**config.mk**
```make
export PLATFORM = sky130hd
export DESIGN_NAME = keyed_rule_table_top_flat
export DESIGN_NICKNAME = d
export VERILOG_FILES = /design/src/rtl/krt_pkg.sv /design/src/rtl/krt_if.sv /design/src/rtl/krt_store.sv /design/src/rtl/keyed_rule_table_top.sv /design/src/flat_wrapper.sv
export SDC_FILE = /design/constraint.sdc
export NUM_CORES = 1
export LEC_CHECK = 0
export BUFFER_PORTS_ARGS = -buffer_cell sky130_fd_sc_hd__buf_2
export CAP_MARGIN = 25
export CORE_MARGIN = 2
export CORE_UTILIZATION = 50
export CTS_BUF_LIST = sky130_fd_sc_hd__clkbuf_8
export DETAILED_ROUTE_END_ITERATION = 8
export GPL_TIMING_DRIVEN = 0
export PLACE_DENSITY = 0.68
export SLEW_MARGIN = 25
export SYNTH_ARGS = -nofsm -noshare
export SYNTH_HDL_FRONTEND = slang
export SYNTH_HIERARCHICAL = 1
export SYNTH_SLANG_ARGS = --single-unit
export TNS_END_PERCENT = 10
```
**constraint.sdc**
```tcl
create_clock -name clk -period 4.26 [get_ports clk]
set_input_delay 0.213 -clock clk [delete_from_list [all_inputs] [get_ports clk]]
set_output_delay 0.213 -clock clk [all_outputs]
set_load 0.02 [all_outputs]
```
**src/rtl/krt_pkg.sv**
```systemverilog
// Shared constants, command codes and store control type for the keyed rule table.
package krt_pkg;

    localparam int SLOTS_DEF     = 16;
    localparam int BODY_BITS_DEF = 32;

    localparam int FUNC_W = 2;
    localparam int KEY_W  = 8;
    localparam int BODY_W = 32;
    localparam int POS_W  = 8;
    localparam int OCC_W  = 5;

    typedef enum logic [FUNC_W-1:0] {
        FUNC_LOOKUP = 2'd0,
        FUNC_UPSERT = 2'd1,
        FUNC_REMOVE = 2'd2,
        FUNC_NTH    = 2'd3
    } func_t;

    // Write request toward the slot store: fill writes key and body, else clear.
    typedef struct packed {
        logic en;
        logic fill;
    } wr_ctl_t;

endpackage

```
**src/rtl/krt_if.sv**
```systemverilog
// Command and response channel interfaces of the keyed rule table.
interface krt_cmd_if;
    logic                      valid;
    logic                      ready;
    logic [krt_pkg::FUNC_W-1:0] func;
    logic [krt_pkg::KEY_W-1:0]  rule_id;
    logic [krt_pkg::BODY_W-1:0] rule_body;
    logic [krt_pkg::POS_W-1:0]  position;

    modport source (output valid, output func, output rule_id, output rule_body,
                    output position, input ready);
    modport sink   (input valid, input func, input rule_id, input rule_body,
                    input position, output ready);
endinterface

interface krt_rsp_if;
    logic                      valid;
    logic                      ready;
    logic                      success;
    logic [krt_pkg::KEY_W-1:0]  found_id;
    logic [krt_pkg::BODY_W-1:0] found_body;
    logic [krt_pkg::OCC_W-1:0]  occupied;

    modport source (output valid, output success, output found_id, output found_body,
                    output occupied, input ready);
    modport sink   (input valid, input success, input found_id, input found_body,
                    input occupied, output ready);
endinterface

```
**src/rtl/krt_store.sv**
```systemverilog
// Slot store: key and body memories, per-slot valid bits and occupied counter.
module krt_store #(
    parameter int SLOTS     = krt_pkg::SLOTS_DEF,
    parameter int BODY_BITS = krt_pkg::BODY_BITS_DEF,
    parameter int IDX_W     = (SLOTS > 1) ? $clog2(SLOTS) : 1,
    parameter int CNT_W     = $clog2(SLOTS + 1)
) (
    input  logic                      clk,
    input  logic                      rst_n,
    input  logic                      rd_en,
    input  logic [IDX_W-1:0]          rd_addr,
    output logic                      rd_valid,
    output logic [krt_pkg::KEY_W-1:0] rd_key,
    output logic [BODY_BITS-1:0]      rd_body,
    input  krt_pkg::wr_ctl_t          wr,
    input  logic [IDX_W-1:0]          wr_addr,
    input  logic [krt_pkg::KEY_W-1:0] wr_key,
    input  logic [BODY_BITS-1:0]      wr_body,
    output logic [CNT_W-1:0]          count
);

    logic [krt_pkg::KEY_W-1:0] key_mem  [SLOTS];
    logic [BODY_BITS-1:0]      body_mem [SLOTS];
    logic [SLOTS-1:0]          valid_reg;
    logic [SLOTS-1:0]          valid_next;
    logic [CNT_W-1:0]          count_reg;
    logic [CNT_W-1:0]          count_next;
    logic                      rd_valid_reg;

    always_comb
    begin
        valid_next = valid_reg;
        count_next = count_reg;
        if (wr.en)
        begin
            valid_next[wr_addr] = wr.fill;
            if (wr.fill && !valid_reg[wr_addr])
            begin
                count_next = count_reg + CNT_W'(1);
            end
            else if (!wr.fill && valid_reg[wr_addr])
            begin
                count_next = count_reg - CNT_W'(1);
            end
        end
    end

    always_ff @(posedge clk or negedge rst_n)
    begin
        if (!rst_n)
        begin
            valid_reg    <= '0;
            count_reg    <= '0;
            rd_valid_reg <= 1'b0;
        end
        else
        begin
            valid_reg <= valid_next;
            count_reg <= count_next;
            if (rd_en)
            begin
                rd_valid_reg <= valid_reg[rd_addr];
            end
        end
    end

    // Memory ports: one write, one registered read.
    always_ff @(posedge clk)
    begin
        if (wr.en && wr.fill)
        begin
            key_mem[wr_addr]  <= wr_key;
            body_mem[wr_addr] <= wr_body;
        end
        if (rd_en)
        begin
            rd_key  <= key_mem[rd_addr];
            rd_body <= body_mem[rd_addr];
        end
    end

    assign rd_valid = rd_valid_reg;
    assign count    = count_reg;

endmodule

```
**src/rtl/keyed_rule_table_top.sv**
```systemverilog
// Keyed rule table: lookup, upsert, remove and nth-occupied over a scanned slot store.
// Timing: a full scan reads every slot before the result; a key or rank hit ends the
//   scan early; a key-zero command (other than nth) answers in the cycle after accept.
// Throughput: one command at a time; the slot scan reads one slot per cycle from the
//   store's single read port.
// Reset: asynchronous, active low; clears all slot valid bits and the occupied count.
module keyed_rule_table_top #(
    parameter int SLOTS     = krt_pkg::SLOTS_DEF,
    parameter int BODY_BITS = krt_pkg::BODY_BITS_DEF
) (
    input  logic      clk,
    input  logic      rst_n,
    krt_cmd_if.sink   cmd,
    krt_rsp_if.source rsp
);

    localparam int IDX_W  = (SLOTS > 1) ? $clog2(SLOTS) : 1;
    localparam int CNT_W  = $clog2(SLOTS + 1);
    localparam int KEY_W  = krt_pkg::KEY_W;
    localparam int POS_W  = krt_pkg::POS_W;
    localparam int OUT_BW = krt_pkg::BODY_W;
    localparam int OCC_W  = krt_pkg::OCC_W;

    typedef enum logic [2:0] {
        ST_IDLE = 3'b001,
        ST_SCAN = 3'b010,
        ST_OUT  = 3'b100
    } state_t;

    state_t                 state_reg, state_next;
    krt_pkg::func_t         func_reg, func_next;
    logic [KEY_W-1:0]       key_reg, key_next;
    logic [BODY_BITS-1:0]   body_reg, body_next;
    logic [POS_W-1:0]       rank_reg, rank_next;
    logic [CNT_W-1:0]       iss_reg, iss_next;
    logic                   pend_reg, pend_next;
    logic [IDX_W-1:0]       cmp_idx_reg, cmp_idx_next;
    logic                   empty_found_reg, empty_found_next;
    logic [IDX_W-1:0]       empty_idx_reg, empty_idx_next;
    logic                   success_reg, success_next;
    logic [KEY_W-1:0]       found_id_reg, found_id_next;
    logic [OUT_BW-1:0]      found_body_reg, found_body_next;

    logic                   rd_en;
    logic                   rd_valid;
    logic [KEY_W-1:0]       rd_key;
    logic [BODY_BITS-1:0]   rd_body;
    krt_pkg::wr_ctl_t       wr;
    logic [IDX_W-1:0]       wr_addr;
    logic [CNT_W-1:0]       count;

    logic                   accept;
    logic                   hit;
    logic                   last;
    logic                   done;
    logic                   empty_avail;
    logic                   is_read_cmd;

    krt_store #(
        .SLOTS     (SLOTS),
        .BODY_BITS (BODY_BITS),
        .IDX_W     (IDX_W),
        .CNT_W     (CNT_W)
    ) u_store (
        .clk      (clk),
        .rst_n    (rst_n),
        .rd_en    (rd_en),
        .rd_addr  (iss_reg[IDX_W-1:0]),
        .rd_valid (rd_valid),
        .rd_key   (rd_key),
        .rd_body  (rd_body),
        .wr       (wr),
        .wr_addr  (wr_addr),
        .wr_key   (key_reg),
        .wr_body  (body_reg),
        .count    (count)
    );

    assign accept      = cmd.valid && cmd.ready;
    assign is_read_cmd = (func_reg == krt_pkg::FUNC_LOOKUP) || (func_reg == krt_pkg::FUNC_NTH);
    assign last        = (cmp_idx_reg == IDX_W'(SLOTS - 1));

    // Compare stage: judge the slot read in the previous cycle.
    always_comb
    begin
        hit = 1'b0;
        if (state_reg == ST_SCAN && pend_reg && rd_valid)
        begin
            if (func_reg == krt_pkg::FUNC_NTH)
            begin
                hit = (rank_reg == '0);
            end
            else
            begin
                hit = (rd_key == key_reg);
            end
        end
    end

    assign done        = (state_reg == ST_SCAN) && pend_reg && (hit || last);
    assign empty_avail = empty_found_reg || (pend_reg && !rd_valid);
    assign rd_en       = (state_reg == ST_SCAN) && (iss_reg < CNT_W'(SLOTS)) && !done;

    always_comb
    begin
        wr      = '{en: 1'b0, fill: 1'b0};
        wr_addr = cmp_idx_reg;
        if (done)
        begin
            if (func_reg == krt_pkg::FUNC_UPSERT)
            begin
                wr.fill = 1'b1;
                wr.en   = hit || empty_avail;
                if (!hit && empty_found_reg)
                begin
                    wr_addr = empty_idx_reg;
                end
            end
            else if (func_reg == krt_pkg::FUNC_REMOVE)
            begin
                wr.en = hit;
            end
        end
    end

    always_comb
    begin
        state_next       = state_reg;
        func_next        = func_reg;
        key_next         = key_reg;
        body_next        = body_reg;
        rank_next        = rank_reg;
        iss_next         = iss_reg;
        pend_next        = pend_reg;
        cmp_idx_next     = cmp_idx_reg;
        empty_found_next = empty_found_reg;
        empty_idx_next   = empty_idx_reg;
        success_next     = success_reg;
        found_id_next    = found_id_reg;
        found_body_next  = found_body_reg;

        case (state_reg)
            ST_IDLE:
            begin
                if (accept)
                begin
                    func_next        = krt_pkg::func_t'(cmd.func);
                    key_next         = cmd.rule_id;
                    body_next        = BODY_BITS'(cmd.rule_body);
                    rank_next        = cmd.position;
                    iss_next         = '0;
                    pend_next        = 1'b0;
                    empty_found_next = 1'b0;
                    success_next     = 1'b0;
                    found_id_next    = '0;
                    found_body_next  = '0;
                    // Key zero fails at once, except for nth which ignores the key.
                    if (cmd.rule_id == '0 && krt_pkg::func_t'(cmd.func) != krt_pkg::FUNC_NTH)
                    begin
                        state_next = ST_OUT;
                    end
                    else
                    begin
                        state_next = ST_SCAN;
                    end
                end
            end
            ST_SCAN:
            begin
                pend_next = rd_en;
                if (rd_en)
                begin
                    iss_next     = iss_reg + CNT_W'(1);
                    cmp_idx_next = iss_reg[IDX_W-1:0];
                end
                if (pend_reg)
                begin
                    if (!rd_valid && !empty_found_reg)
                    begin
                        empty_found_next = 1'b1;
                        empty_idx_next   = cmp_idx_reg;
                    end
                    if (func_reg == krt_pkg::FUNC_NTH && rd_valid && !hit)
                    begin
                        rank_next = rank_reg - POS_W'(1);
                    end
                end
                if (done)
                begin
                    state_next = ST_OUT;
                    if (func_reg == krt_pkg::FUNC_UPSERT)
                    begin
                        success_next = hit || empty_avail;
                    end
                    else
                    begin
                        success_next = hit;
                    end
                    if (hit && is_read_cmd)
                    begin
                        found_id_next   = rd_key;
                        found_body_next = OUT_BW'(rd_body);
                    end
                end
            end
            ST_OUT:
            begin
                if (rsp.ready)
                begin
                    state_next = ST_IDLE;
                end
            end
            default:
            begin
                state_next = ST_IDLE;
            end
        endcase
    end

    always_ff @(posedge clk or negedge rst_n)
    begin
        if (!rst_n)
        begin
            state_reg       <= ST_IDLE;
            iss_reg         <= '0;
            pend_reg        <= 1'b0;
            empty_found_reg <= 1'b0;
        end
        else
        begin
            state_reg       <= state_next;
            iss_reg         <= iss_next;
            pend_reg        <= pend_next;
            empty_found_reg <= empty_found_next;
        end
    end

    always_ff @(posedge clk)
    begin
        func_reg       <= func_next;
        key_reg        <= key_next;
        body_reg       <= body_next;
        rank_reg       <= rank_next;
        cmp_idx_reg    <= cmp_idx_next;
        empty_idx_reg  <= empty_idx_next;
        success_reg    <= success_next;
        found_id_reg   <= found_id_next;
        found_body_reg <= found_body_next;
    end

    assign cmd.ready      = (state_reg == ST_IDLE);
    assign rsp.valid      = (state_reg == ST_OUT);
    assign rsp.success    = success_reg;
    assign rsp.found_id   = found_id_reg;
    assign rsp.found_body = found_body_reg;
    assign rsp.occupied   = OCC_W'(count);

    a_one_at_a_time: assert property (@(posedge clk) disable iff (!rst_n)
        !(cmd.ready && rsp.valid))
        else $error("command taken while a result is pending");

    a_id_needs_success: assert property (@(posedge clk) disable iff (!rst_n)
        rsp.valid && (rsp.found_id != '0) |-> rsp.success)
        else $error("returned entry on a failed command");

    a_write_only_in_scan: assert property (@(posedge clk) disable iff (!rst_n)
        wr.en |-> (state_reg == ST_SCAN) && (func_reg != krt_pkg::FUNC_LOOKUP)
                  && (func_reg != krt_pkg::FUNC_NTH))
        else $error("store write outside an upsert or remove scan");

    a_count_bound: assert property (@(posedge clk) disable iff (!rst_n)
        count <= CNT_W'(SLOTS))
        else $error("occupied count exceeds slot count");

    a_count_steady: assert property (@(posedge clk) disable iff (!rst_n)
        rsp.valid && $past(rsp.valid) |-> $stable(count))
        else $error("occupied count moved while result is held");

endmodule
```
**src/flat_wrapper.sv**
```systemverilog
// flat-port wrapper written by rule: the top's interface ports become plain ports
module keyed_rule_table_top_flat 
#(
    parameter int SLOTS     = krt_pkg::SLOTS_DEF,
    parameter int BODY_BITS = krt_pkg::BODY_BITS_DEF
)
  (clk, rst_n, cmd_valid, cmd_func, cmd_rule_id, cmd_rule_body, cmd_position, cmd_ready, rsp_valid, rsp_success, rsp_found_id, rsp_found_body, rsp_occupied, rsp_ready);
  krt_cmd_if cmd_i ();
  krt_rsp_if rsp_i ();
  input  logic clk;
  input  logic rst_n;
  input wire logic [$bits(cmd_i.valid)-1:0] cmd_valid;
  input wire logic [$bits(cmd_i.func)-1:0] cmd_func;
  input wire logic [$bits(cmd_i.rule_id)-1:0] cmd_rule_id;
  input wire logic [$bits(cmd_i.rule_body)-1:0] cmd_rule_body;
  input wire logic [$bits(cmd_i.position)-1:0] cmd_position;
  output wire logic [$bits(cmd_i.ready)-1:0] cmd_ready;
  output wire logic [$bits(rsp_i.valid)-1:0] rsp_valid;
  output wire logic [$bits(rsp_i.success)-1:0] rsp_success;
  output wire logic [$bits(rsp_i.found_id)-1:0] rsp_found_id;
  output wire logic [$bits(rsp_i.found_body)-1:0] rsp_found_body;
  output wire logic [$bits(rsp_i.occupied)-1:0] rsp_occupied;
  input wire logic [$bits(rsp_i.ready)-1:0] rsp_ready;
  assign cmd_i.valid = cmd_valid;
  assign cmd_i.func = cmd_func;
  assign cmd_i.rule_id = cmd_rule_id;
  assign cmd_i.rule_body = cmd_rule_body;
  assign cmd_i.position = cmd_position;
  assign cmd_ready = cmd_i.ready;
  assign rsp_valid = rsp_i.valid;
  assign rsp_success = rsp_i.success;
  assign rsp_found_id = rsp_i.found_id;
  assign rsp_found_body = rsp_i.found_body;
  assign rsp_occupied = rsp_i.occupied;
  assign rsp_i.ready = rsp_ready;
  keyed_rule_table_top #(.SLOTS(SLOTS), .BODY_BITS(BODY_BITS)) u_core (.clk(clk), .rst_n(rst_n), .cmd(cmd_i), .rsp(rsp_i));
endmodule
```
### Yosys cells after proc, flatten, opt, wreduce, memory -nomap -nowiden

Memories as Yosys holds them, arrays and structs flattened. A register that Yosys moved wholly into a read port is not among the register bits.
Index checks and enable logic that the tools add are counted.

| storage, ports and cells | value |
|---|---|
| bits in registers | 131 |
| memory bits (writable) | 640 |
| input bits | 54 |
| output and inout bits | 48 |
| word-level logic and storage cells | 134 |
| memories kept | 2 |

| cells by class | value |
|---|---|
| add/sub/neg operators | 4 |
| order comparisons | 4 |
| equality and inequality tests | 17 |
| multiplexer cells | 48 |
| reduce and logical (&&, ||, !) cells | 43 |

Memories:

| name | depth | width | rd ports | clocked after memory_dff | write ports | line | source |
|---|---|---|---|---|---|---|---|
| u_core.u_store.body_mem | 16 | 32 | 1 | 1 | 1 | krt_store.sv:23 | `logic [BODY_BITS-1:0] body_mem [SLOTS];` |
| u_core.u_store.key_mem | 16 | 8 | 1 | 1 | 1 | krt_store.sv:22 | `logic [krt_pkg::KEY_W-1:0] key_mem [SLOTS];` |

Operators by type and width:

| operator | number |
|---|---|
| $mux 32 | 3 |
| $pmux 32 s2 | 1 |
| $mux 8 | 6 |
| $pmux 8 s2 | 2 |
| $mux 5 | 4 |
| $logic_and 1x1->1 | 17 |
| $bwmux 16 | 1 |
| $logic_not 8->1 | 2 |
| $mux 1 | 15 |
| $mux 3 | 4 |
| $mux 4 | 3 |
| $reduce_and 3->1 | 4 |
| $reduce_and 4->1 | 3 |
| $add 5x1->5 const B | 2 |
| $lt 4x5->1 const B | 2 |
| $ne 2x2->1 const B | 5 |
| $pmux 5 s2 | 1 |
| $pmux 3 s3 | 1 |
| $bmux 1 s4 | 2 |
| $eq 8x8->1 | 1 |
| $ne 2x1->1 const B | 4 |
| $reduce_and 2->1 | 4 |
| $sub 8x1->8 const B | 1 |
| $logic_not 1->1 | 6 |
| 15 further kinds | 22 |

### Logic depth before layout (Yosys ltp)

Gate-level depths: netlist (run 1).

| logic depth | value |
|---|---|
| depth after elaboration | 15 |
| depth in mapped cells | 17 |
| mapped depth without buffers | 16 |

### By module

Netlist (run 1), hierarchy kept.

Modules (own cells, without submodules):

| module | instances | cells an instance | area an instance (um2) | sequential area each (um2) |
|---|---|---|---|---|
| krt_store | 1 | 1054 | 26893.3 | 20970.1 |
| keyed_rule_table_top | 1 | 286 | 4425.5 | 3224.3 |

### Worst setup path before layout (run 1)

OpenSTA, ideal clock, no wires.

| timing | value |
|---|---|
| kind | reg2reg |
| start | register u_core.key_reg[3] |
| end | memory u_core/u_store/body_mem[0][0] (netlist bit), enable pin |
| setup time | 0.439 ns |
| data arrival time | 4.197 ns |
| required time | 3.821 ns |
| setup slack | -0.376 ns |
| stages on the path, launching flop included | 10 |
| path buffers | 2 |
| clock period less this slack | 4.636 ns |
| cell sequence | edfxtp_1 > xnor2_1 > nand3_1 > nor4_4 > nor4_4 > mux2_4 > buf_2 > or3b_2 > clkbuf_1 > nor2_1 |

| between the ends | value |
|---|---|
| elaborated cells on any way between the ends | 17 |
| those cells by class | 1 x eq/ne; 10 x mux; 6 x reduce/logical |

RTL lines:

| item | line | source |
|---|---|---|
| from (decl) | keyed_rule_table_top.sv:32 | `logic [KEY_W-1:0] key_reg, key_next;` |
| from (signal assigned) | keyed_rule_table_top.sv:241 | `key_reg <= key_next;` |
| $eq 8x8->1 * | keyed_rule_table_top.sv:95 | `hit = (rd_key == key_reg);` |
| $mux 1 * | keyed_rule_table_top.sv:89 | `if (func_reg == krt_pkg::FUNC_NTH)` |
| $mux 1 * | keyed_rule_table_top.sv:87 | `if (state_reg == ST_SCAN && pend_reg && rd_valid)` |
| $logic_not 1->1 | keyed_rule_table_top.sv:114 | `if (!hit && empty_found_reg)` |
| $logic_and 1x1->1 | keyed_rule_table_top.sv:114 |  |
| $mux 4 | keyed_rule_table_top.sv:114 |  |
| $mux 4 | keyed_rule_table_top.sv:110 | `if (func_reg == krt_pkg::FUNC_UPSERT)` |
| $mux 4 * | keyed_rule_table_top.sv:108 | `if (done)` |
| named net u_core.wr_addr[0] | keyed_rule_table_top.sv:49 | `logic [IDX_W-1:0] wr_addr;` |
| to (decl) | krt_store.sv:23 |  |

The timed path passes the listed nets; every way through them passes the cells marked *.

### Final worst setup path (run 1)

| timing | value |
|---|---|
| start | register u_core/u_store/rd_key[7] (netlist bit) (read register of u_core.u_store.key_mem) |
| end | register u_core.u_store.count_reg[4] (netlist: u_core/u_store/count[4]) |

| between the ends | value |
|---|---|
| word-level cells in the longest chain between the ends | 14 |
| elaborated cells on any way between the ends | 23 |
| those cells by class | 1 x eq/ne; 11 x mux; 11 x reduce/logical |

RTL lines:

| item | line | source |
|---|---|---|
| from (decl) | krt_store.sv:13 | `output logic [krt_pkg::KEY_W-1:0] rd_key,` |
| $eq 8x8->1 * | keyed_rule_table_top.sv:95 |  |
| $mux 1 * | keyed_rule_table_top.sv:89 |  |
| $mux 1 * | keyed_rule_table_top.sv:87 |  |
| $logic_not 1->1 | keyed_rule_table_top.sv:114 |  |
| $logic_and 1x1->1 | keyed_rule_table_top.sv:114 |  |
| $mux 4 | keyed_rule_table_top.sv:114 |  |
| $mux 4 | keyed_rule_table_top.sv:110 |  |
| $mux 4 * | keyed_rule_table_top.sv:108 |  |
| named net u_core.wr_addr[0] | keyed_rule_table_top.sv:49 |  |
| $bmux 1 s4 * | krt_store.sv:37, krt_store.sv:41 |  |
| $mux 1 (implied by the code) * | krt_store.sv:37, krt_store.sv:41 |  |
| $logic_not 1->1 | krt_store.sv:37 | `if (wr.fill && !valid_reg[wr_addr])` |
| $logic_and 1x1->1 | krt_store.sv:37 |  |
| $reduce_bool 2->1 (no line) | -- |  |
| $reduce_and 2->1 (no line) | -- |  |
| to (signal assigned) | krt_store.sv:59 | `count_reg <= count_next;` |
| to (decl) | krt_store.sv:26 | `logic [CNT_W-1:0] count_reg;` |

The timed path passes the listed nets; every way through them passes the cells marked *. The select of a mux whose other input is x is not followed.
A chain may end at the register's enable or synchronous reset.

==> out/metrics.csv, run 1 <==
metric,value,unit
synth_area_leader_cell,edfxtp_1,
worst_pin_slew,793,ps
diodes,0,
syn2layout_area_growth,18.8,%
rrSetupSlack,90,ps
drc,0,
power.density,503,nW/um^2
yosys_warnings,6,
fmax,240,MHz
stdcell_count,2618,
grt_first_pass_wirelength,103000,um
dpl-instance-area,34200,sq um
yosysTopAreaCellShare,74.7,%
regMostFlops,u_core/u_store/body_mem,
htree_levels,4,
viasPerCell,5.86,
grt_max_degree,33,
synth_compound_area_share,0.927,%
rsz0062_at_grt,yes,
synth-async-reset-ratio,3.95,%
fp.dieH,254,um
synth-edff-count,779,
hp-class,input pin to async pin,
wl_met1,28900,um
start_kind,flip-flop,
drive_above_1_share,31.8,%
dp_slack,-630,ps
setup_viol,0,
dieArea,64700,sq um
top_layer,met4,
ys_ff_latch,811,
grt_usage,22.8,%
post_drt_wl_per_cell,27.3,um
synth.most_common_cell,edfxtp_1,
avgSynthCellArea,23.4,sq um
postSynthCellCount,1340,
clkTransAtPathRegs,60,ps
cts-root-buf,clkbuf_8,
fin_util,60.2,%
nets,1755,
largest_reg_flops,512,
criticalPathCategory,flip-flop to flip-flop,
cp.required,4940,ps
insertion_delay,780,ps
syn_area,31300,sq um
hold_viol,0,
hpwl,44400,um
synthTopCellsByCount,"edfxtp_1, mux4_2, mux4_1",
grt_pass1_vias,15500,
wl_met2,35100,um
total_power,18.7,mW
power.leakage,12.6,nW
top_regs,"u_core/u_store/body_mem x512, u_core/u_store/key_mem x128",
clk_path_buf_depth,3,
ys_types,56,
first_pass_iters,5,
period_needed,4170,ps
dr.first_iter.drc_count,1725,
ant_nets,0,
synth_area_leaders,"edfxtp_1, mux4_2, mux4_1, dfrtp_1, and3_1",
max_slew_margin,47.1,%
fin_setup_tns,0,ps
status,finished clean,
cts_tree,yes,
die_w,254,um
synthMuxAreaShare,16.3,%
layout_setup_ws,90.9,ps
cap_viol_max_count,0,
whs,68.7,ps
syn-num-nets,1405,
postLayoutCellArea,37200,sq um
yosys.area_share.xor_xnor,0.503,%
drv_slew,0,
io_pins,102,
post-route-period-util,97.9,%
skew,35.1,ps
numClockSinks,811,
max-vdd-ir-drop,0.327,mV
crit_fanout,8,
synth_top_family_by_area,multiplexers,
grt_remaining_overflow,0,
synth_simple_gate_area_share,2.90,%
dr_wl_met3,5930,um
end_kind,flip-flop,
vias,15300,
synth-adder-area-share,0.463,%
place_inst,2325,
synth_seq_area_share,77.3,%
start_util,50.7,%
antenna_found_initial,0,
synth_ff_type,edfxtp_1,
routabilityCongestion,0.801,
core_area,61800,sq um
cts_inserted_buffers,130,
drt-total-wl,71400,um
arrival,4850,ps
port-buffer-count,101,
row_count,91,
[area by class of cell]
cell class | count | area (sq um)
clock buffers | 137 | 1890
repair buffers | 219 | 2320
multi-input cells | 457 | 6820
fillers | 4248 | 24600
flip-flops and latches | 811 | 24200
plain buffers | 63 | 478
well taps | 837 | 1050
clock inverters | 86 | 444
inverters | 8 | 35.0
[worst max-delay path, cell delays in order (launching register included)]
cell and delay [ps]:
edfxtp_1 460, xnor2_2 260, nand4_1 210, nor4_4 380
nor4_4 110, mux2_4 390, mux4_2 470, mux4_2 490
inv_2 80, ha_4 140, inv_4 50, fa_2 360
a21o_1 180, a21oi_2 130, mux2i_1 240, xnor2_1 140
[path summary, 6_finish.rpt]
check	cells past startpoint	from	end
setup / recovery	15	u_core/u_store/rd_key[7]	u_core/u_store/count[4]
hold / removal	2	rst_n	u_core/empty_found_reg
setup reg to reg	15	u_core/u_store/rd_key[7]	u_core/u_store/count[4]
hold reg to reg	1	u_core/u_store/count[4]	u_core/u_store/count[4]
max in group asynchronous	2	rst_n	u_core/u_store/count[3]
min in group clk	2	cmd_rule_body[2]	u_core/body_reg[2]
[where the power goes]
| group | leakage, nW | switching, mW | internal [mW] |
|---|---|---|---|
| Combinational | 3.79 | 1.51 | 1.27 |
| Sequential | 7.49 | 0.384 | 9.50 |
| Clock | 1.31 | 2.92 | 3.14 |
[cells by family after synthesis]
logic type	after synthesis
buffers and inverters	72
muxes	224
xor gates and xnor gates	18
DFF	811
AOI/OAI and AO/OA	47
adders and majority gates	11
and+or+nand+nor	157
[layer usage]
layer | GRT usage [%] | vias to the layer above
met5 | 0 | -
met4 | 7.43 | 0
met3 | 5.48 | 101
met2 | 36.0 | 738
met1 | 31.7 | 8082
li1 | - | 6414
[repair_timing]
item	CTS	global route
hold buffers	53	0
endpoints found under the hold margin	85	0
gates resized for setup	9	10
endpoints found under the setup margin	297	102
pin swaps	3	12
buffers inserted	8	10
[cells in the final DEF (no fill, tap or decap), types with 5 or more instances in the layout]
| master | netlist | layout |
|---|---|---|
| edfxtp_1 | 779 | 779 |
| mux4_2 | 146 | 146 |
| clkbuf_8 | 0 | 137 |
| buf_2 | 13 | 113 |
| mux4_1 | 63 | 63 |
| dlygate4sd3_1 | 0 | 53 |
| and3_1 | 41 | 41 |
| nand2_1 | 39 | 39 |
| inv_1 | 8 | 34 |
| buf_16 | 0 | 33 |
| clkinv_1 | 0 | 31 |
| dfrtp_1 | 31 | 31 |
| buf_4 | 5 | 23 |
| o21ai_0 | 21 | 20 |
| buf_6 | 17 | 19 |
| clkinv_2 | 0 | 18 |
| nor2_4 | 1 | 17 |
| clkbuf_1 | 17 | 16 |
| a21o_1 | 14 | 14 |
| xnor2_1 | 14 | 11 |
| nor2_1 | 26 | 9 |
| nand3_1 | 9 | 9 |
| mux2i_1 | 9 | 9 |
| ha_1 | 10 | 8 |
| buf_12 | 0 | 8 |
| dlymetal6s2s_1 | 5 | 5 |
(Power assumes the default switching activity.)
==> run 2, diff against run 1 <==
- CORE_UTILIZATION: 50 -> 30
- PLACE_DENSITY: 0.68 -> 0.45
- SLEW_MARGIN: 25 -> 20
==> out/metrics.csv, run 2 (synthesis results as in run 1) <==
metric,value,unit
crit_fanout,6,
max_slew_margin,41.6,%
insertion_delay,820,ps
port-buffer-count,101,
largest_reg_flops,512,
cap_viol_max_count,0,
dieArea,107000,sq um
postLayoutCellArea,38400,sq um
row_count,118,
reg2regPathDepth,15,
end_kind,flip-flop,
drive_above_1_share,32.0,%
period_needed,4220,ps
final_common_cell,edfxtp_1,
fin_util,37.1,%
post_drt_wl_per_cell,25.6,um
post-route-period-util,99.1,%
fmax,237,MHz
top_regs,"u_core/u_store/body_mem x512, u_core/u_store/key_mem x128",
clk_path_buf_depth,3,
htree_levels,4,
grt_remaining_overflow,0,
fillCellCount,9393,
place_inst,2877,
hold_viol,0,
regMostFlops,u_core/u_store/body_mem,
hpwl,52100,um
grt_usage,15.5,%
setup_viol,0,
die_w,327,um
hp-class,input pin to async pin,
power.density,508,nW/um^2
multi_input_area,6830,sq um
power.leakage,12.9,nW
cts_tree,yes,
antenna_found_initial,5,
cp.required,4970,ps
drc,0,
total_power,19.5,mW
skew,42.3,ps
dpl-instance-area,35000,sq um
cp_slowest_stage_delay,490,ps
grt_max_degree,33,
viasPerCell,4.75,
worst_pin_slew,874,ps
arrival,4930,ps
ant_nets,0,
grt_first_pass_wirelength,116000,um
layout_setup_ws,37.9,ps
register_area,24200,sq um
drv_slew,0,
fin_setup_tns,0,ps
cts_inserted_buffers,144,
stdcell_count,3200,
clkTransAtPathRegs,60,ps
syn2layout_area_growth,22.6,%
drt-total-wl,81900,um
cts-root-buf,clkbuf_8,
status,finished clean,
worstPathCellList,xnor2_2 > nand4_1 > nor4_4 > nor4_4 > mux2_4 > mux4_2 > mux4_2 > inv_1 > ha_2 > inv_2 > fa_2 > a21o_1 > a21oi_1 > mux2i_1 > xnor2_1,
rsz0062_at_grt,yes,
routabilityCongestion,0.734,
fp.dieH,327,um
max-vdd-ir-drop,0.267,mV
criticalPathCategory,flip-flop to flip-flop,
dr.first_iter.drc_count,1209,
dp_slack,-794,ps
numClockSinks,811,
first_pass_iters,7,
start_kind,flip-flop,
whs,56.8,ps
io_pins,102,
layout_common_cells,"edfxtp_1, clkbuf_8, mux4_2, buf_2, mux4_1",
cpMaxStageDelayCell,edfxtp_1,
start_util,30.3,%
vias,15200,
grt_pass1_vias,16000,
nets,1776,
core_area,103000,sq um
==> run 2: changes by cell type in the layout (fill, tap and decap cells not counted), moves of 3 or more <==
| cell | change |
|---|---|
| clkinvlp_4 | -3 |
| inv_1 | +22 |
| clkbuf_8 | +10 |
| inv_6 | +6 |
| buf_16 | +3 |
| buf_8 | -3 |
| buf_12 | +6 |
| clkinv_2 | -8 |
==> run 2: critical path: cells and delay by family (launching register included) <==
kind	cells	cell delay [ps]
muxes	4	1570
adders and majority gates	2	530
buffers and inverters	2	140
and+or+nand+nor	3	670
xor gates and xnor gates	2	390
DFF	1	490
AOI/OAI and AO/OA	2	320
==> run 2: path summary, 6_finish.rpt <==
kind,from,end,slack [ps]
worst max-delay path,u_core/u_store/rd_key[7],u_core/u_store/count[4],40
worst min-delay path,rst_n,u_core/state_reg[1],60
worst max register to register,u_core/u_store/rd_key[7],u_core/u_store/count[4],40
worst min register to register,u_core/u_store/count[4],u_core/u_store/count[4],470
max in group asynchronous,rst_n,u_core/u_store/valid_reg[4],3680
min in group clk,cmd_rule_body[9],u_core/body_reg[9],120
==> run 2: power breakdown <==
group	switching, mW	total (mW)	internal (mW)
combinational	1.62	2.92	1.29
clock	3.20	6.68	3.47
sequential	0.398	9.91	9.51
total	5.23	19.5	14.3
==> run 2: final cells by class <==
class / instances / share of cell area (%)
sequential: 811 / 63.0
multi-input combinational: 457 / 17.8
timing repair buffer: 226 / 6.48
clock buffer: 147 / 5.27
tap: 1380 / 4.50
clock inverter: 106 / 1.58
buffer: 63 / 1.26
inverter: 8 / 0.0848
antenna: 2 / 0.0130
==> run 2: per-layer routing <==
| layer | up-vias | wire (um) | track usage (%) |
|---|---|---|---|
| met5 | - | 7 | 0 |
| met4 | 2 | 1740 | 5.13 |
| li1 | 6484 | - | - |
| met1 | 8140 | 37400 | 21.4 |
| met3 | 131 | 4280 | 3.48 |
| met2 | 449 | 38500 | 24.3 |
==> run 2: what timing repair did <==
action | in CTS | in global routing
endpoints found under the hold margin | 100 | 0
hold buffers | 54 | 0
endpoints found under the setup margin | 477 | 102
gates resized for setup | 13 | 6
setup buffers | 11 | 4
pin swaps | 4 | 6
==> run 3, diff against run 2 <==
- CORE_ASPECT_RATIO: default -> 1.2
- SETUP_SLACK_MARGIN: default -> 0.3
==> out/metrics.csv, run 3 (synthesis results as in run 1) <==
metric,value,unit
status,finished clean,
drc,0,
dieArea,107000,sq um
routabilityCongestion,0.760,
insertion_delay,780,ps
dpl-instance-area,35000,sq um
final_common_cell,edfxtp_1,
postLayoutCellArea,38300,sq um
layout_setup_ws,127,ps
reg2regPathDepth,17,
place_inst,2871,
largest_reg_flops,512,
drt-total-wl,82100,um
drv_slew,0,
clk_path_buf_depth,3,
layout_common_cells,"edfxtp_1, mux4_2, clkbuf_8, buf_2, mux4_1",
first_pass_iters,5,
antenna_found_initial,5,
viasPerCell,4.75,
grt_first_pass_wirelength,116000,um
power.leakage,12.8,nW
clkTransAtPathRegs,70,ps
post_drt_wl_per_cell,25.7,um
fillCellCount,9474,
arrival,4810,ps
cts_inserted_buffers,136,
nets,1789,
dp_slack,-677,ps
dr.first_iter.drc_count,1078,
cap_viol_max_count,0,
vias,15200,
cts_tree,yes,
start_util,30.3,%
io_pins,102,
worst_pin_slew,940,ps
row_count,129,
rrSetupSlack,130,ps
start_kind,flip-flop,
grt_remaining_overflow,0,
rr_endpoint,u_core/u_store/count[4],
syn2layout_area_growth,22.4,%
core_area,103000,sq um
drive_above_1_share,33.5,%
hp-class,input pin to async pin,
startpoint,u_core/state_reg[2],
top_regs,"u_core/u_store/body_mem x512, u_core/u_store/key_mem x128",
max_slew_margin,37.3,%
grt_usage,15.4,%
numClockSinks,811,
r2r-start,u_core/state_reg[2],
stdcell_count,3194,
end_kind,flip-flop,
whs,76.2,ps
fp.dieH,358,um
regMostFlops,u_core/u_store/body_mem,
skew,37.0,ps
cp.required,4940,ps
max-vdd-ir-drop,0.325,mV
multi_input_area,6900,sq um
setup_viol,0,
crit_fanout,6,
power.density,497,nW/um^2
period_needed,4130,ps
grt_pass1_vias,16100,
grt_max_degree,33,
die_w,299,um
cts-root-buf,clkbuf_8,
htree_levels,4,
fmax,242,MHz
hpwl,51600,um
register_area,24200,sq um
rsz0062_at_grt,yes,
ant_nets,0,
port-buffer-count,101,
hold_viol,0,
criticalPathCategory,flip-flop to flip-flop,
post-route-period-util,97.0,%
run 3: changes by cell type in the layout (fill, tap and decap cells not counted), sizes merged:
cell,before,now
clkbuf,166,163
clkinv,42,35
bufinv,4,1
inv,67,53
clkinvlp,1,7
buf,207,227
run 3: cell type report:
type,count,share of cell area [%]
diodes,2,0.0131
plain buffers,64,1.34
clock buffers,143,5.13
clock inverters,88,1.06
inverters,8,0.0914
multi-input cells,457,18.0
flip-flops and latches,811,63.1
well taps,1375,4.49
repair buffers,246,6.78
run 3: worst max-delay path, stage by stage, from the launching register on:
cell and delay [ps]:
dfrtp_2 430, and4bb_4 400, nand2_2 80, nor4_4 320
nor4_4 90, buf_4 150, mux2_4 310, clkbuf_16 160
mux4_2 310, mux4_2 470, inv_2 80, ha_4 140
inv_4 50, fa_2 350, a21o_1 180, a21oi_2 140
mux2i_1 230, xnor2_1 130
run 3: worst max path at each step:
stage / endpoint / slack [ps] / depth (start not counted)
2_1_floorplan: u_core/u_store/body_mem[1][0] / -240 / 9
3_5_place_dp: u_core/u_store/count[4] / -680 / 16
5_1_grt: u_core/u_store/count[4] / -9 / 17
3_3_place_gp: u_core/u_store/body_mem[1][11] / -4650 / 9
6_report: u_core/u_store/count[4] / 130 / 17
4_1_cts: u_core/u_store/body_mem[2][24] / 30 / 14
run 3: stage by stage:
step,setup TNS [ps],power (mW),util [%]
after detailed placement,-69230,13.0,33.8
after floorplan,-48450,11.7,-
after global routing,-8.59,19.9,37.1
final,0,19.1,37.1
after CTS,0,19.4,37.0
after global placement,-2551260,12.8,32.5
run 3: metal layers:
metal,routed length (um),up-vias,part of all wire (%),global-route usage [%]
met2,42700,360,52,27.0
met4,1270,0,1.6,4.32
met3,3160,89,3.8,2.90
met1,35000,8241,43,19.5
li1,-,6486,-,-
met5,0,-,0,0
run 3: repair_timing:
| action | CTS | global route |
|---|---|---|
| endpoints found under the hold margin | 85 | 0 |
| hold buffers | 54 | 0 |
| setup endpoints to repair | 612 | 256 |
| gates resized for setup | 25 | 18 |
| gates cloned | 0 | 0 |
| pin swaps | 14 | 14 |
| buffers inserted | 25 | 11 |
run 3: power by group:
group	internal (mW)	total, mW	switching [mW]
Combinational	1.32	2.96	1.64
Sequential	9.51	9.89	0.387
Clock	3.14	6.20	3.06
